[src/design/ttrc_pkg.sv]
// Constants shared by the three-term recurrence checksum modules.
package ttrc_pkg;

    localparam int BYTE_W = 8;
    localparam int TERM_W = 16;

    localparam logic [TERM_W-1:0] FIRST_OFFSET = 16'd7;
    localparam logic [BYTE_W-1:0] ALPHA_MUL    = 8'd17;
    localparam logic [BYTE_W-1:0] BETA_MUL     = 8'd31;
    localparam logic [TERM_W-1:0] TERM_MOD     = 16'hFFFF;
    localparam logic [TERM_W-1:0] TERM_RESET   = 16'd1;

    // 256 * 65535: a multiple of the modulus larger than any subtracted product.
    localparam int BIAS_MULT = 256;
    localparam logic [23:0] TERM_BIAS = 24'(BIAS_MULT * 65535);

endpackage

[src/design/ttrc_term.sv]
// Next-term datapath: two coefficient products, difference and mod-65535 fold.
module ttrc_term (
    input  logic [ttrc_pkg::BYTE_W-1:0] i_data_byte,
    input  logic [ttrc_pkg::BYTE_W-1:0] i_index,
    input  logic [ttrc_pkg::TERM_W-1:0] i_newer,
    input  logic [ttrc_pkg::TERM_W-1:0] i_older,
    output logic [ttrc_pkg::TERM_W-1:0] o_term
);

    logic [7:0]  alpha;
    logic [7:0]  beta;
    logic [8:0]  coef;
    logic [24:0] pos;
    logic [23:0] neg;
    logic        borrow;
    logic [25:0] biased;
    logic [16:0] fold1;
    logic [15:0] fold2;

    always_comb begin
        alpha  = 8'(i_index * ttrc_pkg::ALPHA_MUL);
        beta   = 8'(i_index * ttrc_pkg::BETA_MUL);
        coef   = 9'(i_data_byte) + 9'(alpha);
        pos    = 25'(coef) * 25'(i_newer);
        neg    = 24'(beta) * 24'(i_older);
        // negative difference wraps as diff + 1
        borrow = 25'(neg) > pos;
        biased = 26'(pos) + 26'(ttrc_pkg::TERM_BIAS) + 26'(borrow) - 26'(neg);
        // 2^16 == 1 mod 65535: fold high bits onto low bits twice
        fold1  = 17'(biased[25:16]) + 17'(biased[15:0]);
        fold2  = fold1[15:0] + 16'(fold1[16]);
        o_term = (fold2 == ttrc_pkg::TERM_MOD) ? '0 : fold2;
    end

endmodule

[src/design/three_term_recurrence_checksum_core.sv]
// Top level: three-term recurrence checksum over a byte stream.
// Flow: a word accepted into the input register stage is applied from there; a last word's
//   checksum goes to the result register and is presented on o_out_valid.
// Throughput: one byte per cycle; ttrc_term closes the newer/older term loop
//   combinationally. A last byte waits only while a previous checksum is still not taken.
// Reset (i_rst_n low, synchronous): input and output stages empty, terms at 1, index 0.
module three_term_recurrence_checksum_core (
    input  logic                        i_clk,
    input  logic                        i_rst_n,
    input  logic                        i_in_valid,
    output logic                        o_in_ready,
    input  logic [ttrc_pkg::BYTE_W-1:0] i_data_byte,
    input  logic                        i_last_byte,
    output logic                        o_out_valid,
    input  logic                        i_out_ready,
    output logic [ttrc_pkg::TERM_W-1:0] o_checksum
);

    // Input register stage
    logic                        r_in_vld;
    logic [ttrc_pkg::BYTE_W-1:0] r_in_byte;
    logic                        r_in_last;

    // Recurrence state
    logic [ttrc_pkg::BYTE_W-1:0] r_index;
    logic [ttrc_pkg::TERM_W-1:0] r_older;
    logic [ttrc_pkg::TERM_W-1:0] r_newer;
    logic                        r_first;

    // Result register
    logic                        r_out_vld;
    logic [ttrc_pkg::TERM_W-1:0] r_checksum;

    logic                        step;
    logic                        out_free;
    logic [ttrc_pkg::TERM_W-1:0] term;
    logic [ttrc_pkg::TERM_W-1:0] n_newer;

    ttrc_term u_term (
        .i_data_byte (r_in_byte),
        .i_index     (r_index),
        .i_newer     (r_newer),
        .i_older     (r_older),
        .o_term      (term)
    );

    // Result slot frees this cycle if empty or being taken.
    assign out_free = !r_out_vld || i_out_ready;
    // Apply the held byte unless it ends a message and the result slot is busy.
    assign step       = r_in_vld && (!r_in_last || out_free);
    assign o_in_ready = !r_in_vld || step;

    // First byte of a message seeds the newer term; later bytes run the recurrence.
    assign n_newer = r_first ? (16'(r_in_byte) + ttrc_pkg::FIRST_OFFSET) : term;

    always_ff @(posedge i_clk) begin
        if (!i_rst_n) begin
            r_in_vld  <= 1'b0;
            r_out_vld <= 1'b0;
            r_index   <= '0;
            r_older   <= ttrc_pkg::TERM_RESET;
            r_newer   <= ttrc_pkg::TERM_RESET;
            r_first   <= 1'b1;
        end else begin
            // Load the input stage whenever it is free or drains this cycle.
            if (o_in_ready) begin
                r_in_vld <= i_in_valid;
            end

            // Drop a taken result; a new one below overrides.
            if (i_out_ready) begin
                r_out_vld <= 1'b0;
            end

            if (step) begin
                if (r_in_last) begin
                    // Emit the checksum and return to the start-of-message state.
                    r_out_vld <= 1'b1;
                    r_index   <= '0;
                    r_older   <= ttrc_pkg::TERM_RESET;
                    r_newer   <= ttrc_pkg::TERM_RESET;
                    r_first   <= 1'b1;
                end else begin
                    // Advance the index and shift the terms.
                    r_index <= r_index + 8'd1;
                    if (!r_first) begin
                        r_older <= r_newer;
                    end
                    r_newer <= n_newer;
                    r_first <= 1'b0;
                end
            end
        end
    end

    // Payload registers: no reset needed.
    always_ff @(posedge i_clk) begin
        if (o_in_ready) begin
            r_in_byte <= i_data_byte;
            r_in_last <= i_last_byte;
        end
        if (step && r_in_last) begin
            r_checksum <= n_newer;
        end
    end

    assign o_out_valid = r_out_vld;
    assign o_checksum  = r_checksum;

endmodule

[config.mk]
export PLATFORM = sky130hd
export DESIGN_NAME = three_term_recurrence_checksum_core
export DESIGN_NICKNAME = d
export VERILOG_FILES = /design/src/design/ttrc_pkg.sv /design/src/design/ttrc_term.sv /design/src/design/three_term_recurrence_checksum_core.sv
export SDC_FILE = /design/constraint.sdc
export NUM_CORES = 1
export LEC_CHECK = 0
export ABC_AREA = 1
export BUFFER_PORTS_ARGS = -buffer_cell sky130_fd_sc_hd__buf_2
export CAP_MARGIN = 20
export CORE_MARGIN = 10
export CORE_UTILIZATION = 60
export DETAILED_ROUTE_END_ITERATION = 7
export PLACE_DENSITY_LB_ADDON = 0.15
export SLEW_MARGIN = 30
export SYNTH_ARGS = -nofsm -noshare
export SYNTH_HDL_FRONTEND = slang
export SYNTH_HIERARCHICAL = 1
export SYNTH_SLANG_ARGS = --single-unit
[constraint.sdc]
create_clock -name i_clk -period 15.5 [get_ports i_clk]
set_input_delay 0.775 -clock i_clk [delete_from_list [all_inputs] [get_ports i_clk]]
set_output_delay 0.775 -clock i_clk [all_outputs]
set_load 0.02 [all_outputs]
==> summary.json, run 1 <==
{
  "run_status": {"value": "complete, no violations"},
  "synth-compound-area-share": {"value": 0.06666},
  "die_width": {"value": 182.3, "unit": "um"},
  "critical_path_class": {"value": "reg -> reg"},
  "final-setup-viol-count": {"value": 0},
  "die-height": {"value": 182.3, "unit": "um"},
  "hold_violations": {"value": 0},
  "avgSynthCellArea": {"value": 7.303, "unit": "um2"},
  "route.detailed.vias_per_inst": {"value": 5.461},
  "clock-root-buffer": {"value": "clkbuf_16"},
  "drt_pre_antenna_iters": {"value": 8},
  "crit_path_start_kind": {"value": "flip-flop"},
  "wl_per_cell": {"value": 16.48, "unit": "um"},
  "utilization_after_layout": {"value": 0.6527},
  "areaGrowthSynthToFinish": {"value": 7.315, "unit": "%"},
  "portBuffers": {"value": 30},
  "yosys_register_bits": {"value": 68},
  "placed_cell_area": {"value": 16240, "unit": "um2"},
  "synth.yosys.warnings": {"value": 6},
  "yosys.area_share.xor_xnor": {"value": 0.04046},
  "path_max_fanout": {"value": 6},
  "drv_cap": {"value": 0},
  "mostFrequentLayoutCell": {"value": "nand2_1"},
  "clkLatencyLatePin": {"value": 0.33, "unit": "ns"},
  "final_layout_size_suffix_gt1_frac": {"value": 0.1105},
  "synth.cell_area": {"value": 15800, "unit": "um2"},
  "async_flop_share": {"value": 0},
  "worst-endpoint-required": {"value": 15.55, "unit": "ns"},
  "global_placer_s_final_weighted_congestion": {"value": 0.9550},
  "min_path_type": {"value": "reg -> reg"},
  "slowest_stage": {"value": "fa_1"},
  "synth.net_count": {"value": 2569},
  "cts_clk_pin_slew_worst_paths": {"value": 0.06, "unit": "ns"},
  "max_freq": {"value": 68.51, "unit": "MHz"},
  "synth_flop_cell": {"value": "dfxtp_1"},
  "final.period_utilization": {"value": 0.9417},
  "critical_path_arrival": {"value": 14.64, "unit": "ns"},
  "slew_headroom": {"value": 0.4408},
  "rows": {"value": 59},
  "max_stage_delay": {"value": 0.56, "unit": "ns"},
  "route.detailed.drc": {"value": 0},
  "maximum_number_of_pins_on_one_net_before_global_route_repair": {"value": 34},
  "floorplan.initialDensity": {"value": 0.6082},
  "antenna_found_initial": {"value": 0},
  "synth-edff-count": {"value": 25},
  "number_of_buffers_on_the_longest_clock_path": {"value": 2},
  "htreeDepth": {"value": 3},
  "hpwlAfterDp": {"value": 34380, "unit": "um"},
  "placeableCoreArea": {"value": 25980, "unit": "um2"},
  "cts_made_buffers": {"value": 9},
  "cts_tree": {"value": "done"},
  "synth_top_family_by_area": {"value": "adder cells"},
  "synthMuxAreaShare": {"value": 0},
  "drt-initial-drc-count": {"value": 1087},
  "synth_cell_type_count": {"value": 50},
  "ant_nets": {"value": 0},
  "synthAdderAreaFrac": {"value": 0.4058},
  "detail_route.wirelength": {"value": 41780, "unit": "um"},
  "synthCells": {"value": 2164},
  "cts.sinks": {"value": 68},
  "layout.cells.most_common_list": {"value": "nand2_1, inv_1, fa_1"},
  "top_level_ports": {"value": 31},
  "dr_total_vias": {"value": 13840},
  "groute.usage.overall": {"value": 0.2468},
  "final_critical_period": {"value": 14.60, "unit": "ns"},
  "end_kind": {"value": "flip-flop"},
  "grt_pass1_vias": {"value": 13630},
  "final_net_count": {"value": 2600},
  "design_area": {"value": 16960, "unit": "um2"},
  "antenna-diode-count": {"value": 0},
  "fp.dieArea": {"value": 33230, "unit": "um2"},
  "cts-hold-fix-buffers": {"value": 0},
  "worst_slew_pin_slew": {"value": 0.8377, "unit": "ns"},
  "global_route.overflow_total": {"value": 0},
  "timing.final.max_slew_violations": {"value": 0},
  "grt_pass1_wl": {"value": 67560, "unit": "um"},
  "timing.clock.skew": {"value": 0.01066, "unit": "ns"},
  "synth_sequential_area_ratio": {"value": 0.1020},
  "synth-simple-area-share": {"value": 0.2504}
}
[Yosys cell counts, types with 14 or more instances]
master / n / area (um2)
inv_1: 483 / 1813
nand2_2: 28 / 175.2
o21ai_0: 32 / 160.2
xnor2_1: 24 / 210.2
nand2_1: 504 / 1892
fa_1: 201 / 4024
a21oi_1: 121 / 605.6
xor2_1: 49 / 429.2
inv_2: 26 / 97.59
dfxtp_1: 43 / 860.8
clkbuf_1: 32 / 120.1
nand4_1: 18 / 112.6
edfxtp_1: 25 / 750.7
ha_1: 191 / 2390
nand3_1: 88 / 440.4
nand2_4: 14 / 157.7
nor2_1: 165 / 619.3
[state kept, by name, summed over array words and instances (netlist names), 8 cells and up]
signal / cells
o_checksum: 16
r_index: 8
r_older: 16
r_in_byte: 8
r_newer: 16
[what timing repair did]
action | in CTS | in global routing
pin swaps | 0 | 24
cloned | 0 | 1
endpoints found under the setup margin | 4 | 32
setup buffers | 0 | 21
gates resized for setup | 1 | 58
[cell type report]
class	count	area (um2)
Timing Repair Buffer	61	390.4
Clock inverter	7	75.07
Inverter	512	1932
Tap cell	335	419.2
Fill cell	2340	9025
Multi-Input combinational cell	1543	12300
Clock buffer	9	225.2
Sequential cell	68	1614
[cell families (layout without fill, tap and decap cells)]
kind of cell	after synthesis	after routing
compound gates	192	192
xor+xnor	73	73
fa+ha+maj	392	392
buf+inv	554	589
flops	68	68
simple gates	885	886
[per-layer routing]
metal / part of all wire / vias up / routed length (um) / global-route usage
li1: - / 6607 / - / -
met1: 0.43 / 6629 / 17850 / 0.3298
met2: 0.48 / 528 / 20110 / 0.4138
met3: 0.069 / 79 / 2870 / 0.02987
met4: 0.023 / 0 / 959 / 0.06508
met5: 0 / - / 0 / 0
[worst max-delay path, delay by kind of cell (launching register included)]
| family | cells | cell delay [ns] |
|---|---|---|
| adders and majority gates | 16 | 6.00 |
| AOI/OAI and AO/OA | 12 | 1.84 |
| and+or+nand+nor | 36 | 4.12 |
| xor gates and xnor gates | 3 | 0.51 |
| DFF | 1 | 0.33 |
| buffers and inverters | 17 | 1.49 |
[per-stage QoR]
step	instances	worst slack [ns]	setup TNS, ns	hold slack [ns]
finish	2535	0.9043	0	0.5727
global route	2535	-0.1291	-1.164	0.6086
CTS	2513	0.02397	0	0.5833
detailed placement	2497	-0.05356	-0.1597	0.5745
global placement	2497	0.4514	0	0.5647
floorplan	2164	1.168	0	0.4423
[worst paths after layout]
kind,end,cells after the start,start,slack (ns)
setup reg to reg,o_checksum[4],84,r_index[0],0.90
hold reg to reg,r_index[5],2,r_index[5],0.57
setup / recovery,o_checksum[4],84,r_index[0],0.90
hold / removal,r_index[5],2,r_index[5],0.57
Power of run 1 is left out: the tool's default activity adds up to more than one toggle a clock period on the data nets, which glitch-free logic cannot reach.
==> run 2: changes to the inputs <==
--- a/config.mk
+++ b/config.mk
@@ -7,11 +7,10 @@
 export LEC_CHECK = 0
 export ABC_AREA = 1
 export BUFFER_PORTS_ARGS = -buffer_cell sky130_fd_sc_hd__buf_2
-export CAP_MARGIN = 20
 export CORE_MARGIN = 10
 export CORE_UTILIZATION = 60
 export DETAILED_ROUTE_END_ITERATION = 7
-export PLACE_DENSITY_LB_ADDON = 0.15
+export PLACE_DENSITY = 0.8
 export SLEW_MARGIN = 30
 export SYNTH_ARGS = -nofsm -noshare
 export SYNTH_HDL_FRONTEND = slang
==> summary.json, run 2 (synthesized netlist as in run 1, its figures left out) <==
{
  "groute.usage.overall": {"value": 0.2518, "change": "was 0.2468"},
  "fp.dieArea": {"value": 33230, "unit": "um2", "change": "unchanged"},
  "grt_pass1_vias": {"value": 14180, "change": "was 13.63k"},
  "worst-endpoint-required": {"value": 15.53, "unit": "ns", "change": "was 15.55 ns"},
  "timing.critical_path.mode_cell": {"value": "nand2_1"},
  "end_kind": {"value": "flip-flop", "change": "unchanged"},
  "setup_tns": {"value": 0, "unit": "ns", "change": "unchanged"},
  "cts-hold-fix-buffers": {"value": 0, "change": "unchanged"},
  "crit_family": {"value": "adder cells", "change": "unchanged"},
  "portBuffers": {"value": 30, "change": "unchanged"},
  "hpwlAfterDp": {"value": 34910, "unit": "um", "change": "was 34380 um"},
  "cts_clk_pin_slew_worst_paths": {"value": 0.06, "unit": "ns", "change": "about the same"},
  "final_layout_size_suffix_gt1_frac": {"value": 0.1074, "change": "was 0.1105"},
  "htreeDepth": {"value": 3, "change": "unchanged"},
  "rows": {"value": 59, "change": "unchanged"},
  "top_level_ports": {"value": 31, "change": "unchanged"},
  "final-setup-viol-count": {"value": 0, "change": "unchanged"},
  "slew_headroom": {"value": 0.3817, "change": "was 0.4408"},
  "route.detailed.drc": {"value": 0, "change": "unchanged"},
  "max_freq": {"value": 68.62, "unit": "MHz", "change": "was 68.51 MHz"},
  "final_net_count": {"value": 2598, "change": "was 2600"},
  "die-height": {"value": 182.3, "unit": "um", "change": "unchanged"},
  "detail_route.wirelength": {"value": 42320, "unit": "um", "change": "was 41780 um"},
  "run_status": {"value": "complete, no violations", "change": "unchanged"},
  "die_width": {"value": 182.3, "unit": "um", "change": "unchanged"},
  "dr_total_vias": {"value": 14040, "change": "was 13.84k"},
  "path_max_fanout": {"value": 11, "change": "was 6"},
  "clkLatencyLatePin": {"value": 0.34, "unit": "ns", "change": "was 0.33 ns"},
  "design_area": {"value": 16950, "unit": "um2", "change": "was 16960 um2"},
  "hold_violations": {"value": 0, "change": "unchanged"},
  "drv_cap": {"value": 0, "change": "unchanged"},
  "min_path_type": {"value": "reg -> reg", "change": "unchanged"},
  "mostFrequentLayoutCell": {"value": "nand2_1", "change": "unchanged"},
  "number_of_buffers_on_the_longest_clock_path": {"value": 2, "change": "unchanged"},
  "cts_made_buffers": {"value": 9, "change": "unchanged"},
  "cts.sinks": {"value": 68, "change": "unchanged"},
  "route.detailed.vias_per_inst": {"value": 5.543, "change": "was 5.461"},
  "global_placer_s_final_weighted_congestion": {"value": 1.011, "change": "was 0.9550"},
  "maximum_number_of_pins_on_one_net_before_global_route_repair": {"value": 34, "change": "unchanged"},
  "grt_pass1_wl": {"value": 69320, "unit": "um", "change": "was 67560 um"},
  "slowest_stage": {"value": "fa_1", "change": "unchanged"},
  "placed_cell_area": {"value": 16240, "unit": "um2", "change": "unchanged"},
  "global_route.overflow_total": {"value": 0, "change": "unchanged"},
  "antenna_found_initial": {"value": 0, "change": "unchanged"},
  "final.period_utilization": {"value": 0.9401, "change": "was 0.9417"},
  "drt_pre_antenna_iters": {"value": 5, "change": "was 8"},
  "critical_path_arrival": {"value": 14.60, "unit": "ns", "change": "was 14.64 ns"},
  "floorplan.initialDensity": {"value": 0.6082, "change": "unchanged"},
  "placeableCoreArea": {"value": 25980, "unit": "um2", "change": "unchanged"},
  "cts_tree": {"value": "done", "change": "unchanged"},
  "ant_nets": {"value": 0, "change": "unchanged"},
  "crit_path_start_kind": {"value": "flip-flop", "change": "unchanged"},
  "antenna-diode-count": {"value": 0, "change": "unchanged"},
  "wl_per_cell": {"value": 16.71, "unit": "um", "change": "was 16.48 um"},
  "timing.final.max_slew_violations": {"value": 0, "change": "unchanged"},
  "fillCellCount": {"value": 2252, "change": "was 2340"},
  "layout.cells.most_common_list": {"value": "nand2_1, inv_1, fa_1", "change": "unchanged"},
  "critical_path_buf_inv_count": {"value": 16, "change": "was 17"},
  "clock-root-buffer": {"value": "clkbuf_16", "change": "unchanged"},
  "max_stage_delay": {"value": 0.58, "unit": "ns", "change": "was 0.56 ns"},
  "worst_slew_pin_slew": {"value": 0.9261, "unit": "ns", "change": "was 0.8377 ns"},
  "drt-initial-drc-count": {"value": 1083, "change": "was 1087"},
  "timing.clock.skew": {"value": 0.008511, "unit": "ns", "change": "was 0.01066 ns"},
  "critical_path_class": {"value": "reg -> reg", "change": "unchanged"},
  "final_critical_period": {"value": 14.57, "unit": "ns", "change": "was 14.60 ns"},
  "areaGrowthSynthToFinish": {"value": 7.220, "unit": "%", "change": "was 7.315%"}
}
-- run 2: changes by cell type in the layout (fill, tap and decap cells not counted), sizes merged --
cell    previous run  this run
clkinv             7         2
buf               61        59
inv              509       514
-- run 2: path summary, 6_finish.rpt --
kind,end,from,slack [ns],cells after the start
worst max-delay path,o_checksum[4],r_index[1],0.93,88
worst min-delay path,r_index[7],r_index[7],0.59,3
worst max register to register,o_checksum[4],r_index[1],0.93,88
worst min register to register,r_index[7],r_index[7],0.59,3
-- run 2: repair_timing --
action	4_1_cts	5_1_grt
pin swaps	1	25
endpoints found under the setup margin	4	32
gates cloned	0	1
setup buffers	4	15
gates resized for setup	0	55
endpoints found under the hold margin	0	0
-- run 2: worst register-to-register path: cells and delay by family, from the launching register on --
kind                     cells  cell delay [ns]
adder cells (fa/ha/maj)     16             6.17
flip-flops                   1             0.35
AO/OA/AOI/OAI               11             1.81
AND/OR/NAND/NOR             43             4.44
XOR/XNOR                     2             0.22
buffers and inverters       16             1.24
-- run 2: cell type report --
class	instances	area, um2	area share
well taps	335	419.2	0.02474
clock inverters	7	82.58	0.004873
flip-flops and latches	68	1612	0.09510
inverters	512	1924	0.1136
repair buffers	59	371.6	0.02193
clock buffers	9	225.2	0.01329
multi-input cells	1543	12310	0.7265
-- run 2: per-stage QoR --
step           hold WS [ns]    util  setup slack, ns  instances
2_1_floorplan        0.4423       -            1.168       2164
3_3_place_gp         0.5505  0.6251           0.4450       2497
3_5_place_dp         0.5598  0.6251         -0.07043       2497
4_1_cts              0.5851  0.6381          0.05615       2517
5_1_grt              0.5973  0.6521         -0.09998       2533
6_report             0.5945  0.6521           0.9279       2533
-- run 2: metal layers --
layer	routed length, um	vias to the layer above	track usage	share of wire
met5	0	-	0	0
met4	1198	0	0.08038	0.028
met3	3036	98	0.03620	0.072
met2	20540	559	0.4274	0.49
met1	17550	6788	0.3232	0.41
li1	-	6595	-	-
Power of run 2 is left out for the same reason.
